### config.mk
export PLATFORM = sky130hd
export DESIGN_NAME = positional_insert_remove_list_top
export DESIGN_NICKNAME = d
export VERILOG_FILES = /design/src/rtl/plr_pkg.sv /design/src/rtl/plr_cell.sv /design/src/rtl/positional_insert_remove_list_top.sv
export SDC_FILE = /design/constraint.sdc
export NUM_CORES = 1
export LEC_CHECK = 0
export BUFFER_PORTS_ARGS = -buffer_cell sky130_fd_sc_hd__buf_2
export CORE_MARGIN = 2
export CORE_UTILIZATION = 40
export DETAILED_ROUTE_END_ITERATION = 7
export HOLD_SLACK_MARGIN = 0.15
export PLACE_DENSITY = 0.61
export SKIP_CTS_REPAIR_TIMING = 1
export SYNTH_ARGS = -nofsm -noshare
export SYNTH_HDL_FRONTEND = slang
export SYNTH_SLANG_ARGS = --single-unit
### constraint.sdc
create_clock -name clk -period 14.4 [get_ports clk]
set_clock_uncertainty 0.05 [all_clocks]
set_input_delay 2.88 -clock clk [delete_from_list [all_inputs] [get_ports clk]]
set_output_delay 2.88 -clock clk [all_outputs]
set_load 0.005 [all_outputs]
### src/rtl/plr_pkg.sv
`default_nettype none
// ----------------------------------------------------------------------------
// plr_pkg: shared types and constants
// Widths, operation and status codes, and the word broadcast to every cell.
// ----------------------------------------------------------------------------
package plr_pkg;

    localparam int CAPACITY = 16;
    localparam int IDX_W    = $clog2(CAPACITY);
    localparam int CNT_W    = $clog2(CAPACITY + 1);
    localparam int POS_W    = 5;
    localparam int VAL_W    = 32;
    localparam int CNTO_W   = 5;
    localparam int CMP_W    = (CNT_W > POS_W) ? CNT_W : POS_W;

    typedef enum logic [1:0] {
        OP_INSERT = 2'd0,
        OP_REMOVE = 2'd1,
        OP_READ   = 2'd2,
        OP_WRITE  = 2'd3
    } op_t;

    typedef enum logic [1:0] {
        ST_OK    = 2'd0,
        ST_RANGE = 2'd1,
        ST_FULL  = 2'd2
    } status_t;

    // Command seen by all cells in the cycle a word is accepted
    typedef struct packed {
        logic             ins;
        logic             rem;
        logic             wr;
        logic [CMP_W-1:0] pos;
        logic [CMP_W-1:0] cnt;
    } cell_cmd_t;

endpackage
`default_nettype wire

### src/rtl/plr_cell.sv
`default_nettype none
// ----------------------------------------------------------------------------
// plr_cell: one list slot
// Holds one element and picks, from its own index, whether to take the left
// neighbor, the right neighbor, the new value, or hold.
// ----------------------------------------------------------------------------
module plr_cell
    import plr_pkg::*;
(
    input  wire logic                    clk,
    input  wire logic [IDX_W-1:0]        idx,
    input  wire cell_cmd_t               cmd,
    input  wire logic signed [VAL_W-1:0] left_val,
    input  wire logic signed [VAL_W-1:0] right_val,
    input  wire logic signed [VAL_W-1:0] load_val,
    output logic signed [VAL_W-1:0]      val
);

    logic signed [VAL_W-1:0] val_reg;
    logic signed [VAL_W-1:0] val_next;
    logic [CMP_W-1:0]        idx_ext;
    logic [CMP_W-1:0]        idx_inc;

    assign idx_ext = CMP_W'(idx);
    assign idx_inc = idx_ext + CMP_W'(1);

    always_comb
    begin
        val_next = val_reg;
        if (cmd.ins && (idx_ext > cmd.pos) && (idx_ext <= cmd.cnt))
        begin
            val_next = left_val;
        end
        else if ((cmd.ins || cmd.wr) && (idx_ext == cmd.pos))
        begin
            val_next = load_val;
        end
        else if (cmd.rem && (idx_ext >= cmd.pos) && (idx_inc < cmd.cnt))
        begin
            // close the gap left by the removed entry
            val_next = right_val;
        end
    end

    always_ff @(posedge clk)
    begin
        val_reg <= val_next;
    end

    assign val = val_reg;

endmodule
`default_nettype wire

### src/rtl/positional_insert_remove_list_top.sv
`default_nettype none
// A result appears with done in the cycle after start is taken.
// Throughput: one word per cycle; busy stays low, and every cell updates together.
// The read and remove paths select one of CAPACITY cells through an AND-OR tree.
// Reset clears the count and the output strobe; element storage is not cleared.
// Results are shown for a single cycle and cannot be held off.
// ----------------------------------------------------------------------------
// positional_insert_remove_list_top: ordered list in a row of cells
// Insert, remove, read and write at a position; range and full checks.
// ----------------------------------------------------------------------------
module positional_insert_remove_list_top
    import plr_pkg::*;
(
    input  wire logic                    clk,
    input  wire logic                    rst_n,
    input  wire logic                    start,
    output logic                         busy,
    input  wire logic [1:0]              op,
    input  wire logic [POS_W-1:0]        position,
    input  wire logic signed [VAL_W-1:0] value,
    output logic                         done,
    output logic signed [VAL_W-1:0]      value_out,
    output logic [1:0]                   status,
    output logic [CNTO_W-1:0]            count
);

    logic                    accept;
    logic [CMP_W-1:0]        pos_ext;
    logic [CMP_W-1:0]        cnt_ext;
    logic                    range_err;
    logic                    full_err;
    logic                    op_ok;
    logic signed [VAL_W-1:0] rd_val;
    cell_cmd_t               cmd;

    logic signed [VAL_W-1:0] cell_val [CAPACITY];

    logic [CNT_W-1:0]        count_reg;
    logic [CNT_W-1:0]        count_next;
    logic                    done_reg;
    logic signed [VAL_W-1:0] value_out_reg;
    logic signed [VAL_W-1:0] value_out_next;
    status_t                 status_reg;
    status_t                 status_next;

    assign busy    = 1'b0;
    assign accept  = start && !busy;
    assign pos_ext = CMP_W'(position);
    assign cnt_ext = CMP_W'(count_reg);

    always_comb
    begin
        range_err = 1'b0;
        full_err  = 1'b0;
        case (op_t'(op))
            OP_INSERT:
            begin
                range_err = pos_ext > cnt_ext;
                full_err  = !range_err && (cnt_ext == CMP_W'(CAPACITY));
            end
            OP_REMOVE, OP_READ, OP_WRITE:
            begin
                range_err = pos_ext >= cnt_ext;
            end
            default:
            begin
                range_err = 1'b1;
            end
        endcase
    end

    assign op_ok   = accept && !range_err && !full_err;
    assign cmd.ins = op_ok && (op_t'(op) == OP_INSERT);
    assign cmd.rem = op_ok && (op_t'(op) == OP_REMOVE);
    assign cmd.wr  = op_ok && (op_t'(op) == OP_WRITE);
    assign cmd.pos = pos_ext;
    assign cmd.cnt = cnt_ext;

    // select the entry at position before the cells move
    always_comb
    begin
        rd_val = '0;
        for (int i = 0; i < CAPACITY; i++)
        begin
            if (CMP_W'(i) == pos_ext)
            begin
                rd_val = rd_val | cell_val[i];
            end
        end
    end

    for (genvar g = 0; g < CAPACITY; g++)
    begin : g_cell
        logic signed [VAL_W-1:0] left_w;
        logic signed [VAL_W-1:0] right_w;

        if (g == 0)
        begin : g_first
            assign left_w = '0;
        end
        else
        begin : g_left
            assign left_w = cell_val[g-1];
        end

        if (g == CAPACITY - 1)
        begin : g_last
            assign right_w = '0;
        end
        else
        begin : g_right
            assign right_w = cell_val[g+1];
        end

        plr_cell u_cell (
            .clk       (clk),
            .idx       (IDX_W'(g)),
            .cmd       (cmd),
            .left_val  (left_w),
            .right_val (right_w),
            .load_val  (value),
            .val       (cell_val[g])
        );
    end

    always_comb
    begin
        count_next     = count_reg;
        value_out_next = '0;
        status_next    = ST_OK;
        if (range_err)
        begin
            status_next = ST_RANGE;
        end
        else if (full_err)
        begin
            status_next = ST_FULL;
        end
        else if (cmd.ins)
        begin
            count_next = count_reg + CNT_W'(1);
        end
        else if (cmd.rem)
        begin
            count_next     = count_reg - CNT_W'(1);
            value_out_next = rd_val;
        end
        else if (op_t'(op) == OP_READ)
        begin
            value_out_next = rd_val;
        end
    end

    always_ff @(posedge clk or negedge rst_n)
    begin
        if (!rst_n)
        begin
            count_reg <= '0;
            done_reg  <= 1'b0;
        end
        else
        begin
            done_reg <= accept;
            if (accept)
            begin
                count_reg <= count_next;
            end
        end
    end

    always_ff @(posedge clk)
    begin
        if (accept)
        begin
            value_out_reg <= value_out_next;
            status_reg    <= status_next;
        end
    end

    assign done      = done_reg;
    assign value_out = value_out_reg;
    assign status    = status_reg;
    assign count     = CNTO_W'(count_reg);

`ifndef ASSERT_OFF
    a_count_bound: assert property (@(posedge clk) disable iff (!rst_n)
        count_reg <= CNT_W'(CAPACITY))
        else $error("list count above capacity");

    a_insert_grows: assert property (@(posedge clk) disable iff (!rst_n)
        cmd.ins |=> (count_reg == $past(count_reg) + CNT_W'(1)))
        else $error("insert did not grow the list");

    a_remove_shrinks: assert property (@(posedge clk) disable iff (!rst_n)
        cmd.rem |=> (count_reg == $past(count_reg) - CNT_W'(1)))
        else $error("remove did not shrink the list");

    a_error_holds: assert property (@(posedge clk) disable iff (!rst_n)
        (accept && (range_err || full_err)) |=>
            ($stable(count_reg) && (value_out_reg == '0)))
        else $error("failed operation changed state or returned data");

    a_done_follows: assert property (@(posedge clk) disable iff (!rst_n)
        accept |=> done_reg)
        else $error("accepted word produced no result");
`endif

endmodule
`default_nettype wire

* Word level (Yosys, flattened, before mapping) *
Cells that the tools add are included.

cells by class
  add/subtract/negate cells = 2
  order comparisons = 66
  equality and inequality tests = 19
  mux-type cells = 70
  bitwise gates (word level) = 17
  reduce and logical (&&, ||, !) cells = 112

operator list
  kind                  count
  $mux W32              65
  $or A32 B32 Y32       15
  $logic_and A1 B1 Y1   86
  $reduce_bool A3 Y1    15
  $eq A4 B5 Y1 const A  8
  $ge A4 B5 Y1 const A  8
  $gt A4 B5 Y1 const A  8
  $le A4 B5 Y1 const A  8
  $lt A4 B5 Y1 const A  8
  $eq A3 B5 Y1 const A  4
  $ge A3 B5 Y1 const A  4
  $gt A3 B5 Y1 const A  4
  $le A3 B5 Y1 const A  4
  $lt A3 B5 Y1 const A  4
  $eq A2 B5 Y1 const A  2
  $ge A1 B5 Y1 const A  2
  $ge A2 B5 Y1 const A  2
  $gt A1 B5 Y1 const A  2
  $gt A2 B5 Y1 const A  2
  $le A1 B5 Y1 const A  2
  $le A2 B5 Y1 const A  2
  $lt A2 B5 Y1 const A  2
  $mux W5               2
  $reduce_or A3 Y1      2
  20 further kinds      25

storage, ports and cells
  register bits after elaboration = 552
  logic and storage cells = 306

* Logic depth before layout (Yosys ltp) *
  depth after elaboration = 34
  depth in mapped cells = 12
  mapped depth without buffers = 8

* Hierarchy *
A second synthesis with hierarchy kept.

unflattened totals
  cell total of the unflattened synthesis = 3085
  area total of the unflattened synthesis = 41106.9 um^2

modules (own cells, without submodules)
  module                             times used  cells each  area each (um^2)  seq. area each (um^2)
  plr_cell                           16          154         2239.6            960.9
  positional_insert_remove_list_top  1           621         5272.6            1171.1

* Least setup slack after synthesis *
No wires, ideal clock.

  kind = input to register
  start point = input port position[0]
  end point = register g_cell[1].u_cell.val_reg[0] (enable)
  library setup time = 533 ps
  arrival time = 7964 ps
  path slack = 5852 ps
  stages = 8
  cells stage by stage = clkbuf_1 -> inv_1 -> ha_1 -> nand3_1 -> nand2_1 -> nor2_1 -> nand2_1 -> o311ai_0

on the way
  word-level cells in the longest chain between the ends = 10

RTL lines
  item                                               line                                                                                                                       source
  from (decl)                                        positional_insert_remove_list_top.sv:19                                                                                    input wire logic [POS_W-1:0] position,
  $gt A5 B5 Y1                                       positional_insert_remove_list_top.sv:58                                                                                    range_err = pos_ext > cnt_ext;
  $logic_not A1 Y1                                   positional_insert_remove_list_top.sv:59                                                                                    full_err = !range_err && (cnt_ext == CMP_W'(CAPACITY));
  $logic_and A1 B1 Y1                                positional_insert_remove_list_top.sv:59
  $mux W1                                            positional_insert_remove_list_top.sv:55                                                                                    case (op_t'(op))
  $logic_not A1 Y1                                   positional_insert_remove_list_top.sv:72                                                                                    assign op_ok = accept && !range_err && !full_err;
  $logic_and A1 B1 Y1                                positional_insert_remove_list_top.sv:72
  $logic_and A1 B1 Y1 (on tied branches)             positional_insert_remove_list_top.sv:74, positional_insert_remove_list_top.sv:73, positional_insert_remove_list_top.sv:75
  $logic_and A1 B1 Y1, or another cell as far along  plr_cell.sv:38                                                                                                             else if (cmd.rem && (idx_ext >= cmd.pos) && (idx_inc < cmd.cnt))
  $logic_and A1 B1 Y1 (on tied branches)             plr_cell.sv:38, plr_cell.sv:30, plr_cell.sv:34
  $reduce_bool A3 Y1 (no source line) *              --
  to (signal assigned)                               plr_cell.sv:47                                                                                                             val_reg <= val_next;
  to (decl)                                          plr_cell.sv:19                                                                                                             logic signed [VAL_W-1:0] val_reg;

Every way passes the cells marked *; elsewhere a longest branch is shown, timed or not.
A chain may end at the register's enable or synchronous reset.

* Worst setup path after layout *
  start point = input port position[1]
  end point = register g_cell[4].u_cell.val_reg[19] (enable)

on the way
  word-level cells in the longest chain between the ends = 10

RTL lines
  item                                               line
  $gt A5 B5 Y1                                       positional_insert_remove_list_top.sv:58
  $logic_not A1 Y1                                   positional_insert_remove_list_top.sv:59
  $logic_and A1 B1 Y1                                positional_insert_remove_list_top.sv:59
  $mux W1                                            positional_insert_remove_list_top.sv:55
  $logic_not A1 Y1                                   positional_insert_remove_list_top.sv:72
  $logic_and A1 B1 Y1                                positional_insert_remove_list_top.sv:72
  $logic_and A1 B1 Y1 (on tied branches)             positional_insert_remove_list_top.sv:74, positional_insert_remove_list_top.sv:73, positional_insert_remove_list_top.sv:75
  $logic_and A1 B1 Y1, or another cell as far along  plr_cell.sv:38
  $logic_and A1 B1 Y1 (on tied branches)             plr_cell.sv:38, plr_cell.sv:30, plr_cell.sv:34
  $reduce_bool A3 Y1 (no source line) *              --
  to (signal assigned)                               plr_cell.sv:47
  to (decl)                                          plr_cell.sv:19

Marked as above.

==> reports/qor.txt <==
status: finished clean
Die ar.: 78200 um^2
Avg Inst Size Synth: 9.57 um^2
First-pass DRT Iterations: 7
core area: 75600 um^2
internal power: 2.96 mW
initial antenna violation count: 6
max FFs per register: 512
Worst-Skew Late Latency: 0.66 ns
root buffer cell: clkbuf_16
DR DRC count: 0
CP startpoint kind: primary input
Mapped Nets: 3228
Post-Syn Area: 30400 um^2
most frequent cells in the layout: nand2_1 (793), edfxtp_1 (514), nor2_1 (325)
Sw Share: 29.5%
met2 routed WL: 54100 um
setup_tns: 0 ns
Port Buffers: 81
Routed Antenna Nets: 0
Sink Count: 552
VDD IR-drop max: 0.0934 mV
max-slew violation total from the final report: 0
GRT overflow: 0
Final setup viols: 0
initial core utilization: 40.2%
Syn Inst Count: 3176
Reg power frac: 49.1%
CTS tree: built
Clock Tree Buf Depth: 3
# nets final: 3140
Worst-Margin Slew: 1.22 ns
total number of vias: 26.7k
final period utilization: 47.9%
WL met3: 15700 um
Crit Path Class: in -> reg
Critical Path RT: 14.71 ns
Clock Pin Slew Worst Setup and Hold Paths: 0.06 ns
dpl cells: 4003
Die W: 280 um
final cell count without fillers: 4123
layout cell share with drive strength beyond 1: 10.7%
CTS buffer count: 61
Worst Hold Class: reg -> reg
Period minus WS final: 6.90 ns
Area growth, synth to finish: 10.4%
commonest non-fill, non-tap cell in the layout: nand2_1
htree depth: 2
vias in the first global route: 25.2k
sw power: 1.24 mW
crit end category: register
Worst slew margin: 18.8%
WL/cell: 29.6 um
row count: 101
placer congestion estimate: 0.892
f_max: 0.145 GHz
Yosys cell types: 64
hpwl dp: 69000 um
final hold vios: 0
combinational fraction of design power: 14.0%
register area share after synthesis: 53.4%
Total Routed Length: 122000 um
RSZ-0062 raised after global routing: no
first-pass GRT wire length: 175000 um
M1 WL: 45900 um
Arr. time, crit path: 7.21 ns
# IOs: 83
Clk network pwr share: 36.9%
EDFF count, synth: 514
FFs w/ async S/R, synth: 1.09%
Avg Vias per Cell: 6.49
first-iteration detailed-routing DRC count: 3830
power per cell area: 125 nW/um^2
Die Ht: 280 um
Total GRT Usage: 30.5%
largest net degree at the start of global routing: 66
ys flop type: edfxtp_1
Top Metal Used: met5
Pleak: 12.0 nW
max-cap violation count: 0
PnR worst setup slack: 7.50 ns
Max FO, Critical Path: 65
Yosys warnings: 0
synthesized flop and latch total: 552
post-place setup slack: 6.92 ns
## critical path, stage by stage
cell	delay (ns)
buf_2	0.33
ha_1	0.35
nor4bb_1	0.17
o2bb2ai_1	0.20
o21ai_2	0.87
a211o_2	0.20
buf_4	0.73
nand3_2	0.89
buf_4	0.56
## through the flow
step	hold slack [ns]	utilization (%)	cell area (um^2)	power [mW]
3_3_place_gp	0.428	41.9	31700	2.65
3_5_place_dp	0.433	41.9	31700	2.66
2_1_floorplan	0.403	-	30400	2.40
4_1_cts	0.442	44.4	33600	4.19
5_1_grt	0.462	44.4	33600	4.32
6_report	0.442	44.4	33600	4.20
## power groups by stage
stage | logic (mW) | clock network [mW] | registers [mW]
global route | 0.627 | 1.62 | 2.07
CTS | 0.571 | 1.56 | 2.06
finish | 0.586 | 1.55 | 2.06
global placement | 0.559 | 0 | 2.09
floorplan | 0.368 | 0 | 2.03
detailed placement | 0.570 | 0 | 2.09
## cell families after synthesis
logic type / synth area share, %
fa+ha+maj: 0.412
flops: 53.4
simple gates: 16.9
mux: 5.30
compound gates: 19.6
xor+xnor: 0.144
buf+inv: 4.34
other cells: 0.0123
## cells in the mapped netlist (6+ instances only)
cell type,n,area [um^2]
edfxtp_1,514,15400
o21ai_1,60,300
nor3_1,8,40.0
inv_1,6,22.5
a22oi_1,71,533
dfxtp_1,32,641
clkbuf_1,227,852
o21ai_0,112,561
a22o_1,125,1090
nand3_1,14,70.1
nor3_2,9,90.1
buf_4,15,113
a31oi_2,9,113
and3_1,32,200
nand2b_1,16,100
a31oi_1,320,2000
nand2_1,795,2980
a221oi_1,93,815
buf_1,12,45.0
nor2_1,341,1280
nor2_2,8,50.1
ha_1,10,125
mux2i_1,161,1610
buf_6,7,78.8
buf_2,40,200
a21oi_1,63,315
dfrtp_1,6,150
## routing by layer
metal	up-vias	global-route usage, %
li1	11579	-
met1	12798	39.9
met2	1953	47.2
met3	407	7.86
met4	2	14.4
met5	-	0
## final cells by class
class                      count  area [um^2]
timing repair buffer         150          923
multi-input combinational   2315        13300
tap                          978         1220
inverter                       8         30.0
clock inverter                31          231
fill                        7170        42000
sequential                   552        16200
antenna                        4         10.0
clock buffer                  85         1680
## worst paths after layout
kind	start	depth (start not counted)	end	slack, ns
min in group asynchronous	rst_n	1	count[2]	2.02
max reg2reg	count[4]	9	g_cell[4].u_cell.val[19]	8.91
max in group asynchronous	rst_n	1	count[3]	12.11
min reg2reg	g_cell[0].u_cell.val[11]	2	g_cell[0].u_cell.val[11]	0.44
max	position[1]	9	g_cell[4].u_cell.val[19]	7.50
min	g_cell[0].u_cell.val[11]	2	g_cell[0].u_cell.val[11]	0.44
Note: power is estimated with default switching activity, not from simulation.
